## config.mk

```make
export PLATFORM = sky130hd
export DESIGN_NAME = wifi_credential_tlv_parser
export DESIGN_NICKNAME = d
export VERILOG_FILES = /design/src/hdl/wctlv_pkg.sv /design/src/hdl/wifi_credential_tlv_parser.sv
export SDC_FILE = /design/constraint.sdc
export NUM_CORES = 1
export LEC_CHECK = 0
export CORE_MARGIN = 2
export CORE_UTILIZATION = 30
export DETAILED_ROUTE_END_ITERATION = 6
export DONT_BUFFER_PORTS = 1
export PLACE_DENSITY_LB_ADDON = 0.3
export SKIP_CTS_REPAIR_TIMING = 1
export SLEW_MARGIN = 30
export SYNTH_ARGS = -nofsm -noshare
export SYNTH_HDL_FRONTEND = slang
export SYNTH_SLANG_ARGS = --single-unit
```

## constraint.sdc

```tcl
create_clock -name i_clk -period 3.4 [get_ports i_clk]
set_clock_uncertainty 0.15 [all_clocks]
set_input_delay 0.17 -clock i_clk [delete_from_list [all_inputs] [get_ports i_clk]]
set_output_delay 0.17 -clock i_clk [all_outputs]
set_load 0.02 [all_outputs]
```

## src/hdl/wctlv_pkg.sv

```systemverilog
`default_nettype none

package wctlv_pkg;

    // Entry types of the credential payload.
    localparam logic [15:0] T_CRED   = 16'h100E;
    localparam logic [15:0] T_SSID   = 16'h1045;
    localparam logic [15:0] T_KEY    = 16'h1027;
    localparam logic [15:0] T_AUTH   = 16'h1003;
    localparam logic [15:0] T_VENDOR = 16'h1049;

    // Auth type codes.
    localparam logic [15:0] AUTH_OPEN     = 16'h0001;
    localparam logic [15:0] AUTH_WPA_PSK  = 16'h0002;
    localparam logic [15:0] AUTH_WPA_EAP  = 16'h0008;
    localparam logic [15:0] AUTH_WPA2_EAP = 16'h0010;
    localparam logic [15:0] AUTH_WPA2_PSK = 16'h0020;
    localparam logic [15:0] AUTH_MIXED    = 16'h0022;

    // Key management classes.
    localparam logic [1:0] MG_UNSET = 2'd0;
    localparam logic [1:0] MG_NONE  = 2'd1;
    localparam logic [1:0] MG_PSK   = 2'd2;
    localparam logic [1:0] MG_EAP   = 2'd3;

    // Result kinds.
    localparam logic [1:0] KIND_STATUS = 2'd0;
    localparam logic [1:0] KIND_SSID   = 2'd1;
    localparam logic [1:0] KIND_KEY    = 2'd2;
    localparam logic [1:0] KIND_VENDOR = 2'd3;

    // Error codes.
    localparam logic [2:0] ERR_OK          = 3'd0;
    localparam logic [2:0] ERR_BAD_HEADER  = 3'd1;
    localparam logic [2:0] ERR_ZERO_LEN    = 3'd2;
    localparam logic [2:0] ERR_BAD_VALUE   = 3'd3;
    localparam logic [2:0] ERR_KEY_LONG    = 3'd4;
    localparam logic [2:0] ERR_AUTH_LEN    = 3'd5;
    localparam logic [2:0] ERR_AUTH_ZERO   = 3'd6;
    localparam logic [2:0] ERR_KEY_MISSING = 3'd7;

    // Register indexes of the configuration port.
    localparam logic REG_MAX_VALUE_LEN = 1'b0;
    localparam logic REG_MAX_KEY_LEN   = 1'b1;

    typedef struct packed {
        logic [1:0] kind;
        logic [7:0] data_byte;
        logic       first_of_value;
        logic       valid_res;
        logic [1:0] key_mgmt;
        logic       key_dropped;
        logic [2:0] error_code;
        logic       is_final;
    } t_result;

    function automatic logic [1:0] kind_of(input logic [15:0] etype);
        logic [1:0] k;
        if (etype == T_SSID) begin
            k = KIND_SSID;
        end else if (etype == T_KEY) begin
            k = KIND_KEY;
        end else begin
            k = KIND_VENDOR;
        end
        return k;
    endfunction

    // Unknown nonzero auth types leave the class as it was.
    function automatic logic [1:0] map_auth(input logic [15:0] a, input logic [1:0] cur);
        logic [1:0] m;
        m = cur;
        if (a == AUTH_OPEN) begin
            m = MG_NONE;
        end else if (a == AUTH_WPA_PSK || a == AUTH_WPA2_PSK || a == AUTH_MIXED) begin
            m = MG_PSK;
        end else if (a == AUTH_WPA_EAP || a == AUTH_WPA2_EAP) begin
            m = MG_EAP;
        end
        return m;
    endfunction

endpackage

`default_nettype wire

```

## src/hdl/wifi_credential_tlv_parser.sv

```systemverilog
`default_nettype none

// Channel   Dir  tdata                                       tuser   tlast
// s_axis    in   [7:0] byte_in                               -       is_last
// m_axis    out  [7:0] data_byte, [8] first_of_value,        kind    is_final
//                [9] valid_res, [11:10] key_mgmt,
//                [12] key_dropped, [15:13] error_code
// cfg       in   i_cfg_addr 0 max_value_len, 1 max_key_len; i_cfg_wdata 16 bit
//
// One input item per cycle. Each item is parsed in the cycle it is accepted and its
// zero, one or two results land in a four-entry result queue, visible from the next
// cycle and drained one item per cycle; a value byte that is also the last gives two.
// s_axis_tready is high while the queue holds at most two results, so the input
// stalls only while the receiver holds results back.
// Reset is synchronous, active low, and clears the parser state, the queue and
// the registers to 2000 and 64.

module wifi_credential_tlv_parser (
    input  wire logic        i_clk,
    input  wire logic        i_rst_n,
    input  wire logic        i_cfg_we,
    input  wire logic        i_cfg_addr,
    input  wire logic [15:0] i_cfg_wdata,
    input  wire logic        s_axis_tvalid,
    output logic             s_axis_tready,
    input  wire logic [7:0]  s_axis_tdata,    // [7:0] byte_in
    input  wire logic        s_axis_tlast,
    output logic             m_axis_tvalid,
    input  wire logic        m_axis_tready,
    output logic [15:0]      m_axis_tdata,    // [7:0] data_byte, [8] first_of_value,
                                              // [9] valid_res, [11:10] key_mgmt,
                                              // [12] key_dropped, [15:13] error_code
    output logic [1:0]       m_axis_tuser,    // [1:0] kind
    output logic             m_axis_tlast
);
    import wctlv_pkg::*;

    localparam logic [2:0] PH_HDR_TYPE = 3'd0;
    localparam logic [2:0] PH_HDR_LEN  = 3'd1;
    localparam logic [2:0] PH_ENT_TYPE = 3'd2;
    localparam logic [2:0] PH_ENT_LEN  = 3'd3;
    localparam logic [2:0] PH_VALUE    = 3'd4;
    localparam logic [2:0] PH_AUTH     = 3'd5;
    localparam logic [2:0] PH_SKIP     = 3'd6;
    localparam logic [2:0] PH_HALT     = 3'd7;

    logic [15:0] r_max_value_len;
    logic [15:0] r_max_key_len;

    logic [2:0]  r_phase,        n_phase;
    logic        r_hdr_cnt,      n_hdr_cnt;
    logic [15:0] r_entry_type,   n_entry_type;
    logic [15:0] r_entry_len,    n_entry_len;
    logic [15:0] r_remain,       n_remain;
    logic [7:0]  r_auth_hi,      n_auth_hi;
    logic [2:0]  r_err,          n_err;
    logic [1:0]  r_mgmt,         n_mgmt;
    logic        r_ssid_seen,    n_ssid_seen;
    logic        r_key_seen,     n_key_seen;

    t_result     r_queue [4];
    logic [1:0]  r_wr_ptr;
    logic [1:0]  r_rd_ptr;
    logic [2:0]  r_count;

    logic        in_acc;
    logic        out_acc;
    t_result     res_a;
    t_result     res_b;
    logic [1:0]  push_n;
    t_result     head;

    assign in_acc        = s_axis_tvalid & s_axis_tready;
    assign s_axis_tready = (r_count <= 3'd2);
    assign m_axis_tvalid = (r_count != 3'd0);
    assign out_acc       = m_axis_tvalid & m_axis_tready;

    assign head          = r_queue[r_rd_ptr];
    assign m_axis_tuser  = head.kind;
    assign m_axis_tlast  = head.is_final;
    assign m_axis_tdata  = {head.error_code, head.key_dropped, head.key_mgmt,
                            head.valid_res, head.first_of_value, head.data_byte};

    always_comb begin
        logic [7:0]  b;
        logic [15:0] v16;
        logic        val_out;
        t_result     vres;
        t_result     sres;
        logic [2:0]  ferr;
        logic        fdrop;

        b            = s_axis_tdata;
        v16          = 16'd0;
        val_out      = 1'b0;
        vres         = '0;
        sres         = '0;
        ferr         = ERR_OK;
        fdrop        = 1'b0;

        n_phase      = r_phase;
        n_hdr_cnt    = r_hdr_cnt;
        n_entry_type = r_entry_type;
        n_entry_len  = r_entry_len;
        n_remain     = r_remain;
        n_auth_hi    = r_auth_hi;
        n_err        = r_err;
        n_mgmt       = r_mgmt;
        n_ssid_seen  = r_ssid_seen;
        n_key_seen   = r_key_seen;

        res_a  = '0;
        res_b  = '0;
        push_n = 2'd0;

        if (in_acc) begin
            unique case (r_phase)
                PH_HDR_TYPE: begin
                    if (!r_hdr_cnt) begin
                        n_entry_type = {b, 8'h00};
                        n_hdr_cnt    = 1'b1;
                    end else begin
                        n_entry_type = {r_entry_type[15:8], b};
                        n_hdr_cnt    = 1'b0;
                        if ({r_entry_type[15:8], b} != T_CRED) begin
                            n_err   = ERR_BAD_HEADER;
                            n_phase = PH_HALT;
                        end else begin
                            n_phase = PH_HDR_LEN;
                        end
                    end
                end
                PH_HDR_LEN: begin
                    if (!r_hdr_cnt) begin
                        n_entry_len = {b, 8'h00};
                        n_hdr_cnt   = 1'b1;
                    end else begin
                        n_entry_len = {r_entry_len[15:8], b};
                        n_hdr_cnt   = 1'b0;
                        if ({r_entry_len[15:8], b} == 16'd0) begin
                            n_err   = ERR_ZERO_LEN;
                            n_phase = PH_HALT;
                        end else begin
                            n_phase = PH_ENT_TYPE;
                        end
                    end
                end
                PH_ENT_TYPE: begin
                    if (!r_hdr_cnt) begin
                        n_entry_type = {b, 8'h00};
                        n_hdr_cnt    = 1'b1;
                    end else begin
                        n_entry_type = {r_entry_type[15:8], b};
                        n_hdr_cnt    = 1'b0;
                        n_phase      = PH_ENT_LEN;
                    end
                end
                PH_ENT_LEN: begin
                    if (!r_hdr_cnt) begin
                        n_entry_len = {b, 8'h00};
                        n_hdr_cnt   = 1'b1;
                    end else begin
                        v16         = {r_entry_len[15:8], b};
                        n_entry_len = v16;
                        n_hdr_cnt   = 1'b0;
                        if (r_entry_type == T_SSID || r_entry_type == T_KEY ||
                            r_entry_type == T_VENDOR) begin
                            // The key limit is checked before the general one.
                            if (r_entry_type == T_KEY && v16 > r_max_key_len) begin
                                n_err   = ERR_KEY_LONG;
                                n_phase = PH_HALT;
                            end else if (v16 == 16'd0 || v16 > r_max_value_len) begin
                                n_err   = ERR_BAD_VALUE;
                                n_phase = PH_HALT;
                            end else begin
                                if (r_entry_type == T_SSID) begin
                                    n_ssid_seen = 1'b1;
                                end
                                if (r_entry_type == T_KEY) begin
                                    n_key_seen = 1'b1;
                                end
                                n_remain = v16;
                                n_phase  = PH_VALUE;
                            end
                        end else if (r_entry_type == T_AUTH) begin
                            if (v16 != 16'd2) begin
                                n_err   = ERR_AUTH_LEN;
                                n_phase = PH_HALT;
                            end else begin
                                n_phase = PH_AUTH;
                            end
                        end else begin
                            n_remain = v16;
                            n_phase  = (v16 == 16'd0) ? PH_ENT_TYPE : PH_SKIP;
                        end
                    end
                end
                PH_VALUE: begin
                    val_out             = 1'b1;
                    vres.kind           = kind_of(r_entry_type);
                    vres.data_byte      = b;
                    vres.first_of_value = (r_remain == r_entry_len);
                    n_remain            = r_remain - 16'd1;
                    if (r_remain == 16'd1) begin
                        n_phase = PH_ENT_TYPE;
                    end
                end
                PH_AUTH: begin
                    if (!r_hdr_cnt) begin
                        n_auth_hi = b;
                        n_hdr_cnt = 1'b1;
                    end else begin
                        n_hdr_cnt = 1'b0;
                        v16       = {r_auth_hi, b};
                        if (v16 == 16'd0) begin
                            n_err   = ERR_AUTH_ZERO;
                            n_phase = PH_HALT;
                        end else begin
                            n_mgmt  = map_auth(v16, r_mgmt);
                            n_phase = PH_ENT_TYPE;
                        end
                    end
                end
                PH_SKIP: begin
                    n_remain = r_remain - 16'd1;
                    if (r_remain == 16'd1) begin
                        n_phase = PH_ENT_TYPE;
                    end
                end
                default: begin
                end
            endcase

            if (s_axis_tlast) begin
                // Final status comes from the state this byte leaves behind.
                ferr = n_err;
                unique case (n_phase)
                    PH_HDR_TYPE: ferr = ERR_BAD_HEADER;
                    PH_HDR_LEN:  ferr = ERR_ZERO_LEN;
                    PH_ENT_LEN: begin
                        if (n_entry_type == T_SSID || n_entry_type == T_KEY ||
                            n_entry_type == T_VENDOR) begin
                            ferr = ERR_BAD_VALUE;
                        end else if (n_entry_type == T_AUTH) begin
                            ferr = ERR_AUTH_LEN;
                        end
                    end
                    PH_VALUE:    ferr = ERR_BAD_VALUE;
                    PH_AUTH:     ferr = ERR_AUTH_ZERO;
                    default: begin
                    end
                endcase
                if (ferr == ERR_OK && n_ssid_seen) begin
                    if (n_mgmt == MG_NONE) begin
                        fdrop = n_key_seen;
                    end else if (!n_key_seen) begin
                        ferr = ERR_KEY_MISSING;
                    end
                end
                sres.kind        = KIND_STATUS;
                sres.valid_res   = (ferr == ERR_OK);
                sres.key_mgmt    = (ferr == ERR_OK) ? n_mgmt : MG_UNSET;
                sres.key_dropped = (ferr == ERR_OK) ? fdrop : 1'b0;
                sres.error_code  = ferr;
                sres.is_final    = 1'b1;

                n_phase      = PH_HDR_TYPE;
                n_hdr_cnt    = 1'b0;
                n_entry_type = 16'd0;
                n_entry_len  = 16'd0;
                n_remain     = 16'd0;
                n_auth_hi    = 8'd0;
                n_err        = ERR_OK;
                n_mgmt       = MG_UNSET;
                n_ssid_seen  = 1'b0;
                n_key_seen   = 1'b0;
            end

            if (val_out) begin
                res_a  = vres;
                res_b  = sres;
                push_n = s_axis_tlast ? 2'd2 : 2'd1;
            end else if (s_axis_tlast) begin
                res_a  = sres;
                push_n = 2'd1;
            end
        end
    end

    always_ff @(posedge i_clk) begin
        if (!i_rst_n) begin
            r_max_value_len <= 16'd2000;
            r_max_key_len   <= 16'd64;
            r_phase         <= PH_HDR_TYPE;
            r_hdr_cnt       <= 1'b0;
            r_entry_type    <= 16'd0;
            r_entry_len     <= 16'd0;
            r_remain        <= 16'd0;
            r_auth_hi       <= 8'd0;
            r_err           <= ERR_OK;
            r_mgmt          <= MG_UNSET;
            r_ssid_seen     <= 1'b0;
            r_key_seen      <= 1'b0;
            r_wr_ptr        <= 2'd0;
            r_rd_ptr        <= 2'd0;
            r_count         <= 3'd0;
        end else begin
            if (i_cfg_we) begin
                unique case (i_cfg_addr)
                    REG_MAX_VALUE_LEN: r_max_value_len <= i_cfg_wdata;
                    REG_MAX_KEY_LEN:   r_max_key_len   <= i_cfg_wdata;
                    default: begin
                    end
                endcase
            end
            r_phase      <= n_phase;
            r_hdr_cnt    <= n_hdr_cnt;
            r_entry_type <= n_entry_type;
            r_entry_len  <= n_entry_len;
            r_remain     <= n_remain;
            r_auth_hi    <= n_auth_hi;
            r_err        <= n_err;
            r_mgmt       <= n_mgmt;
            r_ssid_seen  <= n_ssid_seen;
            r_key_seen   <= n_key_seen;
            r_wr_ptr     <= r_wr_ptr + push_n;
            if (out_acc) begin
                r_rd_ptr <= r_rd_ptr + 2'd1;
            end
            r_count <= r_count + {1'b0, push_n} - {2'b00, out_acc};
        end
    end

    // Result queue storage; payload only, no reset.
    always_ff @(posedge i_clk) begin
        if (push_n != 2'd0) begin
            r_queue[r_wr_ptr] <= res_a;
        end
        if (push_n == 2'd2) begin
            r_queue[r_wr_ptr + 2'd1] <= res_b;
        end
    end

`ifndef SYNTH
    a_count_bound: assert property (@(posedge i_clk) disable iff (!i_rst_n)
        r_count <= 3'd4)
        else $error("result queue count out of range");

    a_last_is_status: assert property (@(posedge i_clk) disable iff (!i_rst_n)
        m_axis_tvalid && m_axis_tlast |-> m_axis_tuser == KIND_STATUS)
        else $error("final result with a byte kind");

    a_run_restart: assert property (@(posedge i_clk) disable iff (!i_rst_n)
        in_acc && s_axis_tlast |=> r_phase == PH_HDR_TYPE && r_err == ERR_OK
            && !r_hdr_cnt)
        else $error("parser state not cleared after last byte");

    a_ok_status: assert property (@(posedge i_clk) disable iff (!i_rst_n)
        m_axis_tvalid && m_axis_tlast |-> head.valid_res == (head.error_code == ERR_OK))
        else $error("status valid flag disagrees with error code");
`endif

endmodule

`default_nettype wire

```

* After elaboration in Yosys (flattened, before gate mapping)
Memory sizes are Yosys's and may differ from the RTL's. A register that Yosys moved wholly into a read port is not among the register bits.
Index checks and enable logic that the tools add are counted.
W data, S select, Z words.
** Storage, ports and cells
- Register bits :: 106
- Latch bits :: 0
- Bits in writable memories :: 76
- Memory bits (read-only) :: 0
- Input port bits :: 31
- Output and inout bits :: 21
- Word-level logic and storage cells :: 208
- Memories :: 1
** Cells by class
- $add $sub $neg :: 6
- $mul :: 0
- Div/mod/pow operators :: 0
- $lt $le $gt $ge :: 3
- Eq/ne operators :: 35
- Shift operators :: 0
- Multiplexer cells :: 111
- Bitwise gates (word level) :: 3
- Reduce and logical (&&, ||, !) cells :: 33
** Memory list
- r_queue :: words 4, bits a word 19, read ports 1, clocked after Yosys merged registers in 1, wr ports 2, line wifi_credential_tlv_parser.sv:61 : t_result r_queue [4];
** Operators by type and width (count)
- $mux W16 :: 13
- $eq A16 B13 Y1 const B :: 8
- $mux W3 :: 36
- $mux W8 :: 7
- $mux W19 :: 2
- $mux W2 :: 18
- $eq A16 B1 Y1 const B :: 2
- $eq A16 B6 Y1 const B :: 2
- $gt A16 B16 Y1 :: 2
- $logic_not A16 Y1 :: 2
- $pmux W16 S2 :: 1
- $mux W1 :: 30
- $pmux W3 S6 :: 1
- $eq A16 B16 Y1 :: 1
- $eq A16 B2 Y1 const B :: 1
- $eq A16 B4 Y1 const B :: 1
- $eq A16 B5 Y1 const B :: 1
- $ne A16 B13 Y1 const B :: 1
- $ne A16 B2 Y1 const B :: 1
- $sub A16 B1 Y16 const B :: 1
- $eq A3 B3 Y1 const B :: 5
- $pmux W3 S5 :: 1
- $logic_not A3 Y1 :: 4
- $ne A4 B4 Y1 const B :: 3
- 24 further kinds :: 47

* Logic depth before layout (Yosys ltp)
Gate-level depths: netlist (run 1).
- Depth in word-level cells :: 23
- Mapped depth :: 16
- Gate-level depth less buffers :: 14

* Worst setup path before layout (run 1)
OpenSTA, ideal clock, no wires.
- Path kind :: reg2reg
- From :: register r_entry_len[14]
- To :: memory r_queue[0][5] in the netlist's numbering (data pin)
- Library setup time :: 0.159 ns
- Arrival :: 2.977 ns
- Path slack :: 0.114 ns
- Cell stages (with the launch flop) :: 13
- Buffers on the path :: 1
- Cells stage by stage :: dfxtp_1 > ha_1 > nand4_1 > nor4_2 > a21bo_2 > a32oi_2 > a211oi_1 > o21ai_2 > nor2_1 > a311oi_4 > nand4_2 > buf_6 > nor3_1
** RTL lines
- start: declaration :: line wifi_credential_tlv_parser.sv:53 : logic [15:0] r_entry_len, n_entry_len;
- start signal: assignment :: line wifi_credential_tlv_parser.sv:319 : r_entry_len <= n_entry_len;
- end: declaration :: line wifi_credential_tlv_parser.sv:61

==> impl_metrics.env, run 1 <==
export IMPL_yosysTopAreaCell="dfxtp_1"
export IMPL_syn_area_um2=10200
export IMPL_yosysMostFrequentCell="nand2_1"
export IMPL_synth_top_cells_by_count="nand2_1, dfxtp_1, o21ai_0"
export IMPL_r2r_start="r_entry_len[15]$_SDFFE_PN0P_"
export IMPL_worstMarginPinSlew_ps=941
export IMPL_fin_tns_setup_ps=-3110
export IMPL_hold_path_class="in -> reg"
export IMPL_crit_chain="buf_4 -> ha_4 -> nand4_1 -> buf_6 -> or4_4 -> a32oi_4 -> nand2_2 -> buf_6 -> buf_4 -> a2111oi_2 -> o211ai_1 -> and3_4 -> and3_4 -> nor2b_2"
export IMPL_startpoint="r_entry_len[15]$_SDFFE_PN0P_"
export IMPL_cp_start_kind="flop"
export IMPL_slew_headroom_pct=37.0
export IMPL_power_density_nw_per_um2=465
export IMPL_num_fill_cells=3359
export IMPL_peakVddDrop_mv=0.364
export IMPL_synthesis_instances=1173
export IMPL_synth_ff_type="dfxtp_1"
export IMPL_final_nets=1367
export IMPL_die_area_um2=35300
export IMPL_yosys_warnings=0
export IMPL_cts_path_max_buffers=2
export IMPL_multiInputGateArea_um2=6140
export IMPL_grt_overflow_total=0
export IMPL_die_w_um=188
export IMPL_cts_root_buf="clkbuf_16"
export IMPL_rsz0062_at_grt="yes"
export IMPL_r2r_end="r_queue[0][4]$_DFFE_PP_"
export IMPL_wl_per_cell_um=17.8
export IMPL_row_count=67
export IMPL_cts_buffers=17
export IMPL_fin_area_um2=12900
export IMPL_synth_top_cell_area_share_pct=30.0
export IMPL_arrival_ps=3610
export IMPL_drv_cap=0
export IMPL_final_period_utilization_pct=105
export IMPL_async_flop_share_pct=0
export IMPL_first_global_vias=8588
export IMPL_utilization_pct=38.5
export IMPL_grtUsageTotal_pct=16.7
export IMPL_routed_via_density=5.23
export IMPL_status="finished, violations left"
export IMPL_io_pins=52
export IMPL_drt_initial_drc_count=713
export IMPL_max_stage_delay_ps=500
export IMPL_setup_violations=30
export IMPL_cts_tree="done"
export IMPL_p_leak_nw=4.57
export IMPL_antenna_found_initial=0
export IMPL_worst_slack_ps=-170
export IMPL_drive_gt1_share_pct=21.9
export IMPL_rrSetupSlack_ps=-170
export IMPL_antenna_cells=0
export IMPL_hold_violations=2
export IMPL_ys_seq_area_share_pct=39.4
export IMPL_initial_core_util_pct=30.4
export IMPL_hpwl_um=20900
export IMPL_synth_area_top_cells="dfxtp_1, edfxtp_1, nand2_1"
export IMPL_crit_type="reg -> reg"
export IMPL_timing_hold_ws_ps=-28.8
export IMPL_required_ps=3440
export IMPL_cp_slowest_cell="or4_4"
export IMPL_ys_seq_elements=184
export IMPL_drv_slew=0
export IMPL_die_h_um=188
export IMPL_avgSynthCellArea_um2=8.65
export IMPL_dp_cells=1666
export IMPL_drc=0
export IMPL_synth_distinct_cells=84
export IMPL_reg2reg_depth=14
export IMPL_crit_fanout=4
export IMPL_finalCriticalPeriod_ps=3570
export IMPL_port_buffers=0
export IMPL_areaGrowthSynthToFinish_pct=26.9
export IMPL_drtAntennaViolNets=0
export IMPL_syn_num_nets=1245
export IMPL_cts_sinks=184
export IMPL_dpl_cell_area_um2=11300
export IMPL_first_pass_iters=5
export IMPL_routed_wirelength_um=31300
export IMPL_coreArea_um2=33400
export IMPL_clkTransAtPathRegs_ps=70
export IMPL_fin_cells=1756
export IMPL_dp_slack_ps=-479
export IMPL_clock_latency_ps=450
export IMPL_violations="hold timing, setup timing"
export IMPL_vias=9179
export IMPL_htree_levels=4
export IMPL_register_area_um2=4020
export IMPL_end_kind="flop"
export IMPL_fmax_ghz=0.280
export IMPL_grt_pass1_wl_um=47000
export IMPL_power_mw=5.99
export IMPL_synth_edff_count=32
export IMPL_crit_path_end="r_queue[0][4]$_DFFE_PP_"
export IMPL_grt_max_degree=107
export IMPL_gp_congestion=0.848
## area by class of cell
class / count / area share [%]
sequential: 184 / 31.2
clock buffer: 18 / 3.41
clock inverter: 14 / 0.971
multi-input combinational: 876 / 47.6
inverter: 49 / 1.43
tap: 448 / 4.35
timing repair buffer: 167 / 11.0
## per-layer routing
metal | up-vias | GRT usage, % | routed length, um
met5 | - | 0 | 0
met4 | 0 | 4.21 | 432
met3 | 36 | 3.41 | 1370
met2 | 230 | 27.9 | 15100
met1 | 4487 | 22.0 | 14300
li1 | 4426 | - | -
## how the worst min path moves through the flow
stage / from / endpoint / slack, ps / cells after the start
2_1_floorplan: i_cfg_wdata[6] / r_max_key_len[6]$_SDFFE_PN1P_ / 160 / 2
3_3_place_gp: i_rst_n / r_max_value_len[10]$_SDFFE_PN1P_ / 110 / 1
3_5_place_dp: i_rst_n / r_max_value_len[10]$_SDFFE_PN1P_ / 120 / 1
4_1_cts: i_rst_n / r_max_value_len[10]$_SDFFE_PN1P_ / -350 / 1
5_1_grt: s_axis_tdata[3] / r_remain[3]$_SDFFE_PN0P_ / 9 / 4
6_report: s_axis_tdata[5] / r_remain[5]$_SDFFE_PN0P_ / -30 / 4
## cells in the final DEF, fill, tap and decap left out, drive strengths merged, types with 18 or more instances in the layout
cell         synthesis  layout
nand2              198     198
dfxtp              152     152
buf                  9     133
o21ai               88      88
nor2                75      75
inv                 49      59
nor2b               56      56
a21boi              50      50
a21oi               41      41
ha                  40      40
nor3                37      37
dlygate4sd3          0      33
edfxtp              32      32
a22oi               22      22
nand3               20      20
mux4                19      19
clkbuf              56      19
nor4                18      18
## critical path: cells and delay by family, from the launching register on
family                   cells  cell delay [ps]
AND/OR/NAND/NOR              6             1240
AO/OA/AOI/OAI                3              790
buffers and inverters        4              550
flip-flops                   1              320
adder cells (fa/ha/maj)      1              260
## flip-flops by register name, indices dropped and copies added, names as in the netlist, named ones only
register         cells
r_ssid_seen          1
r_phase              3
r_rd_ptr             2
r_err                3
r_hdr_cnt            1
r_queue             76
r_key_seen           1
r_entry_type        16
r_auth_hi            8
r_remain            16
r_max_key_len       16
r_wr_ptr             2
r_count              3
r_max_value_len     16
r_entry_len         16
r_mgmt               2
## report_power, final
part / total [mW] / internal [mW] / switching [mW]
Sequential: 2.42 / 2.32 / 0.0953
Combinational: 1.63 / 0.700 / 0.925
Clock: 1.95 / 0.989 / 0.962
Total: 5.99 / 4.01 / 1.98
## cell families (layout without fill, tap and decap cells)
logic type / after synthesis / in the layout / synth area share [%]
multiplexers: 28 / 28 / 5.11
XOR/XNOR: 29 / 29 / 2.50
adder cells (fa/ha/maj): 41 / 41 / 5.13
buffers and inverters: 114 / 248 / 4.51
AND/OR/NAND/NOR: 497 / 498 / 24.7
flip-flops: 184 / 184 / 39.4
AO/OA/AOI/OAI: 280 / 280 / 18.6
Note: power is estimated with default switching activity, not from simulation.
==> inputs of run 2 (changes only) <==
--- a/config.mk
+++ b/config.mk
@@ -5,6 +5,7 @@
 export SDC_FILE = /design/constraint.sdc
 export NUM_CORES = 1
 export LEC_CHECK = 0
+export ABC_AREA = 1
 export CORE_MARGIN = 2
 export CORE_UTILIZATION = 30
 export DETAILED_ROUTE_END_ITERATION = 6
==> impl_metrics.env, run 2 <==
export IMPL_status="finished, violations left"
export IMPL_violations="hold timing"
export IMPL_first_pass_iters=6
export IMPL_grt_overflow_total=0
export IMPL_p_sw_mw=2.32
export IMPL_synth_distinct_cells=47
export IMPL_arrival_ps=3390
export IMPL_crit_fanout=6
export IMPL_finalCriticalPeriod_ps=3250
export IMPL_power_density_nw_per_um2=528
export IMPL_initial_core_util_pct=30.4
export IMPL_drv_slew=0
export IMPL_drive_gt1_share_pct=12.5
export IMPL_fmax_ghz=0.308
export IMPL_top_register="r_queue"
export IMPL_routed_via_density=5.09
export IMPL_reg2reg_depth=22
export IMPL_power_frac_clock_pct=32.1
export IMPL_yosysMostFrequentCell="nand2_1"
export IMPL_clock_latency_ps=440
export IMPL_largest_reg_flops=76
export IMPL_required_ps=3540
export IMPL_p_leak_nw=4.75
export IMPL_num_fill_cells=3548
export IMPL_syn_area_um2=10200
export IMPL_most_common_layout_cells="nand2_1, nor2_1, o21ai_0"
export IMPL_wl_per_cell_um=16.1
export IMPL_die_h_um=188
export IMPL_synth_top_cells_by_count="nand2_1, nor2_1, o21ai_0"
export IMPL_areaGrowthSynthToFinish_pct=19.1
export IMPL_rsz0062_at_grt="yes"
export IMPL_grtUsageTotal_pct=17.3
export IMPL_syn_num_nets=1497
export IMPL_hold_path_class="in -> reg"
export IMPL_ys_seq_area_share_pct=39.4
export IMPL_clkTransAtPathRegs_ps=70
export IMPL_synthesis_instances=1425
export IMPL_setup_violations=0
export IMPL_hold_violations=1
export IMPL_drv_cap=0
export IMPL_coreArea_um2=33400
export IMPL_crit_chain="ha_1 -> nand2_1 -> nor2_2 -> nand4_1 -> nor2_4 -> nor2_4 -> a21oi_4 -> nand2_2 -> nand2_1 -> nand2_1 -> nand2_1 -> nand2_2 -> nand3_4 -> nor2_2 -> nand2_1 -> nand3_2 -> nor2_2 -> nand4_1 -> buf_6 -> nand2_8 -> nand3_4 -> o21ai_2"
export IMPL_final_common_cell="nand2_1"
export IMPL_cts_path_max_buffers=2
export IMPL_die_area_um2=35400
export IMPL_final_period_utilization_pct=95.5
export IMPL_multiInputGateArea_um2=5570
export IMPL_final_nets=1544
export IMPL_ys_seq_elements=184
export IMPL_synth_ff_type="dfxtp_1"
export IMPL_grt_pass1_wl_um=48900
export IMPL_cts_tree="done"
export IMPL_hp_start="i_cfg_addr"
export IMPL_worstMarginPinSlew_ps=873
export IMPL_first_global_vias=9112
export IMPL_hpwl_um=21300
export IMPL_yosysTopAreaCell="dfxtp_1"
export IMPL_crit_type="reg -> reg"
export IMPL_async_flop_share_pct=0
export IMPL_cp_slowest_cell="dfxtp_4"
export IMPL_max_stage_delay_ps=370
export IMPL_antenna_found_initial=0
export IMPL_die_w_um=188
export IMPL_r2r_end="r_queue[1][2]$_DFFE_PP_"
export IMPL_row_count=67
export IMPL_p_seq_share_pct=38.9
export IMPL_synth_area_top_cells="dfxtp_1, edfxtp_1, nand2_1"
export IMPL_synth_edff_count=32
export IMPL_port_buffers=0
export IMPL_avgSynthCellArea_um2=7.14
export IMPL_holdPathStages=3
export IMPL_internal_power_mw=4.08
export IMPL_cts_sinks=184
export IMPL_cp_start_kind="flop"
export IMPL_path_common_cell="nand2_1"
export IMPL_grt_max_degree=59
export IMPL_r2r_start="r_entry_len[15]$_SDFFE_PN0P_"
export IMPL_rrSetupSlack_ps=150
export IMPL_synth_top_cell_area_share_pct=29.9
export IMPL_gp_congestion=0.882
export IMPL_drc=0
export IMPL_min_to="r_max_value_len[9]$_SDFFE_PN1P_"
export IMPL_drt_initial_drc_count=741
export IMPL_io_pins=52
export IMPL_peakVddDrop_mv=0.369
export IMPL_p_comb_share_pct=29.0
export IMPL_timing_hold_ws_ps=-24.6
export IMPL_yosys_warnings=0
export IMPL_dp_slack_ps=127
export IMPL_drtAntennaViolNets=0
export IMPL_htree_levels=4
export IMPL_cts_root_buf="clkbuf_16"
export IMPL_worst_slack_ps=154
export IMPL_slew_headroom_pct=41.7
export IMPL_register_area_um2=4020
export IMPL_end_kind="flop"
export IMPL_routed_wirelength_um=31200
export IMPL_vias=9845
export IMPL_swShare_pct=36.2
export IMPL_cts_buffers=17
run 2: per-layer routing:
metal  GRT usage, %  routed length, um  vias up
met1           23.1              14600     4650
met2           28.6              14500      248
li1               -                  -     4905
met5              0                  0        -
met3           3.13               1520       42
met4           4.88                579        0
run 2: worst max path at each step:
stage	endpoint	slack, ps	start
after global placement	r_queue[0][5]$_DFFE_PP_	180	r_max_value_len[15]$_SDFFE_PN0P_
after floorplan	r_queue[0][5]$_DFFE_PP_	600	r_entry_len[15]$_SDFFE_PN0P_
final	r_queue[1][2]$_DFFE_PP_	150	r_entry_len[15]$_SDFFE_PN0P_
after global routing	r_queue[1][2]$_DFFE_PP_	-140	r_entry_len[15]$_SDFFE_PN0P_
after CTS	r_queue[1][2]$_DFFE_PP_	100	r_max_key_len[7]$_SDFFE_PN0P_
after detailed placement	r_queue[1][2]$_DFFE_PP_	130	r_max_key_len[7]$_SDFFE_PN0P_
run 2: cell families after synthesis:
| kind of cell | synth area share, % |
|---|---|
| AND/OR/NAND/NOR | 25.5 |
| AO/OA/AOI/OAI | 20.0 |
| buffers and inverters | 8.25 |
| flip-flops | 39.4 |
| adder cells (fa/ha/maj) | 5.12 |
| XOR/XNOR | 1.72 |
run 2: area by class of cell:
class	count	area share [%]
diodes	1	0.0206
clock buffers	17	3.51
clock inverters	15	1.37
inverters	156	4.85
multi-input cells	1024	46.0
flip-flops and latches	184	33.2
well taps	448	4.63
repair buffers	89	6.49
run 2: worst max-delay path, delay by kind of cell (launching register included):
family	cells	cell delay [ps]
DFF	1	370
buffers and inverters	1	220
adders and majority gates	1	300
AOI/OAI and AO/OA	2	320
and+or+nand+nor	18	1730
run 2: power groups by stage:
stage | logic [mW] | registers (mW) | clock network (mW)
after floorplan | 1.28 | 2.50 | 0
after global placement | 1.68 | 2.53 | 0
after detailed placement | 1.69 | 2.53 | 0
after CTS | 1.70 | 2.48 | 2.10
after global routing | 2.09 | 2.51 | 2.19
final | 1.86 | 2.49 | 2.06
run 2: stage by stage:
stage	setup TNS [ps]	std cells	util [%]	instance area (um2)	total power [mW]
6_report	0	1934	36.2	12100	6.40
5_1_grt	-2800	1933	36.2	12100	6.79
4_1_cts	0	1888	34.1	11400	6.28
3_5_place_dp	0	1856	32.3	10800	4.22
3_3_place_gp	0	1856	32.3	10800	4.21
2_1_floorplan	0	1425	-	10200	3.78
==> inputs of run 3 (changes only) <==
--- a/config.mk
+++ b/config.mk
@@ -5,7 +5,7 @@
 export SDC_FILE = /design/constraint.sdc
 export NUM_CORES = 1
 export LEC_CHECK = 0
-export ABC_AREA = 1
+export CAP_MARGIN = 20
 export CORE_MARGIN = 2
 export CORE_UTILIZATION = 30
 export DETAILED_ROUTE_END_ITERATION = 6
==> constraint.sdc (replaced) <==
create_clock -name i_clk -period 2.7 [get_ports i_clk]
set_clock_uncertainty 0.15 [all_clocks]
set_input_delay 0.135 -clock i_clk [delete_from_list [all_inputs] [get_ports i_clk]]
set_output_delay 0.135 -clock i_clk [all_outputs]
set_load 0.02 [all_outputs]
==> impl_metrics.env, run 3 (same netlist as run 1, synthesis figures left out) <==
export IMPL_dr_wl_met2_um=14900
export IMPL_peakVddDrop_mv=0.413
export IMPL_setup_violations=50
export IMPL_drtAntennaViolNets=0
export IMPL_crit_fanout=4
export IMPL_end_kind="flop"
export IMPL_clock_latency_ps=440
export IMPL_num_fill_cells=3291
export IMPL_dpl_cell_area_um2=12100
export IMPL_die_h_um=188
export IMPL_startpoint="r_max_value_len[14]$_SDFFE_PN0P_"
export IMPL_hold_path_class="in -> reg"
export IMPL_timing_hold_ws_ps=-23.7
export IMPL_cp_start_kind="flop"
export IMPL_grt_pass1_wl_um=47300
export IMPL_wl_met1_um=14400
export IMPL_row_count=67
export IMPL_fmax_ghz=0.283
export IMPL_drive_gt1_share_pct=26.8
export IMPL_coreArea_um2=33400
export IMPL_cts_sinks=184
export IMPL_crit_type="reg -> reg"
export IMPL_holdPathStages=3
export IMPL_initial_core_util_pct=30.4
export IMPL_fin_area_um2=13600
export IMPL_dp_slack_ps=-780
export IMPL_htree_levels=4
export IMPL_wl_per_cell_um=17.3
export IMPL_met3_length_um=1590
export IMPL_cts_root_buf="clkbuf_16"
export IMPL_final_common_cell="nand2_1"
export IMPL_drt_initial_drc_count=575
export IMPL_cts_buffers=17
export IMPL_port_buffers=0
export IMPL_drv_slew=0
export IMPL_rsz0062_at_grt="yes"
export IMPL_power_mw=7.82
export IMPL_rrSetupSlack_ps=-830
export IMPL_die_area_um2=35300
export IMPL_p_leak_nw=4.98
export IMPL_most_common_layout_cells="nand2_1, buf_4, dfxtp_1"
export IMPL_final_period_utilization_pct=131
export IMPL_die_w_um=188
export IMPL_grt_max_degree=107
export IMPL_routed_wirelength_um=31300
export IMPL_arrival_ps=3580
export IMPL_antenna_found_initial=0
export IMPL_power_density_nw_per_um2=574
export IMPL_hp_start="s_axis_tlast"
export IMPL_largest_reg_flops=76
export IMPL_hpwl_um=21400
export IMPL_reg2reg_depth=14
export IMPL_cts_path_max_buffers=2
export IMPL_drc=0
export IMPL_cts_tree="done"
export IMPL_r2r_start="r_max_value_len[14]$_SDFFE_PN0P_"
export IMPL_io_pins=52
export IMPL_required_ps=2750
export IMPL_r2r_end="r_queue[3][3]$_DFFE_PP_"
export IMPL_grt_overflow_total=0
export IMPL_areaGrowthSynthToFinish_pct=34.0
export IMPL_clkTransAtPathRegs_ps=70
export IMPL_finalCriticalPeriod_ps=3530
export IMPL_gp_congestion=0.865
export IMPL_antenna_cells=0
export IMPL_slew_headroom_pct=52.5
export IMPL_worst_slack_ps=-831
export IMPL_first_pass_iters=5
export IMPL_first_global_vias=8677
export IMPL_drv_cap=0
export IMPL_top_register="r_queue"
export IMPL_crit_path_end="r_queue[3][3]$_DFFE_PP_"
export IMPL_vias=9221
export IMPL_violations="hold timing, setup timing"
export IMPL_status="finished, violations left"
export IMPL_routed_via_density=5.08
export IMPL_highest_layer="met4"
export IMPL_final_nets=1427
export IMPL_grtUsageTotal_pct=16.9
export IMPL_worstMarginPinSlew_ps=708
export IMPL_hold_violations=6
## run 3: changes by cell type in the layout (fill, tap and decap cells not counted), sizes merged, moves of 21 or more
cell / change
nand3: -71
nand2: -47
a21oi: -80
o22ai: -22
nor2b: +56
a21boi: +48
inv: -106
o21ai: -100
nor3: +23
nand4: -21
buf: +141
nor2: -114
## run 3: how the worst min path moves through the flow
stage                                  endpoint  slack, ps
6_report                r_queue[0][3]$_DFFE_PP_        -20
2_1_floorplan     r_max_key_len[6]$_SDFFE_PN1P_        120
5_1_grt                 r_queue[0][3]$_DFFE_PP_         -5
3_5_place_dp    r_max_value_len[9]$_SDFFE_PN1P_        100
4_1_cts           r_max_key_len[6]$_SDFFE_PN1P_       -370
3_3_place_gp   r_max_value_len[10]$_SDFFE_PN1P_        100
## run 3: metrics by stage
stage	TNS (ps)	util, %	hold WS (ps)	cells
3_5_place_dp	-29080	36.1	105	1735
3_3_place_gp	-26570	36.1	99.3	1735
5_1_grt	-38950	40.7	-5.24	1816
4_1_cts	-29970	37.8	-366	1767
6_report	-30750	40.7	-23.7	1816
2_1_floorplan	-12070	-	123	1173
## run 3: critical path, stage by stage (launching register included)
cell and delay (ps):
dfxtp_2 320, inv_1 60, ha_4 280, nand4_1 210, nor4_4 380, a21bo_4 280, a21oi_1 170, and4b_1 210
nand4b_1 300, o211ai_1 300, buf_4 150, nand3_1 100, a31oi_1 160, buf_4 180, nor2_2 40
## run 3: power breakdown
group          switching, mW  total [mW]  internal (mW)
sequential            0.0894        3.01           2.93
clock                   1.17        2.52           1.35
combinational           1.25        2.28           1.03
total                   2.51        7.82           5.31
## run 3: area by class of cell
type                       instances  area (um2)  area share (%)
clock buffer                      21         462            3.39
clock inverter                    11         111           0.818
inverter                          49         184            1.35
multi-input combinational        875        6290            46.3
sequential                       184        4020            29.5
tap                              448         561            4.12
timing repair buffer             228        1980            14.5
## run 3: routing by layer
metal  GRT usage [%]  up-vias
met5               0        -
met4            4.12        0
met3            2.71       33
met2            28.8      204
met1            22.4     4429
li1                -     4555
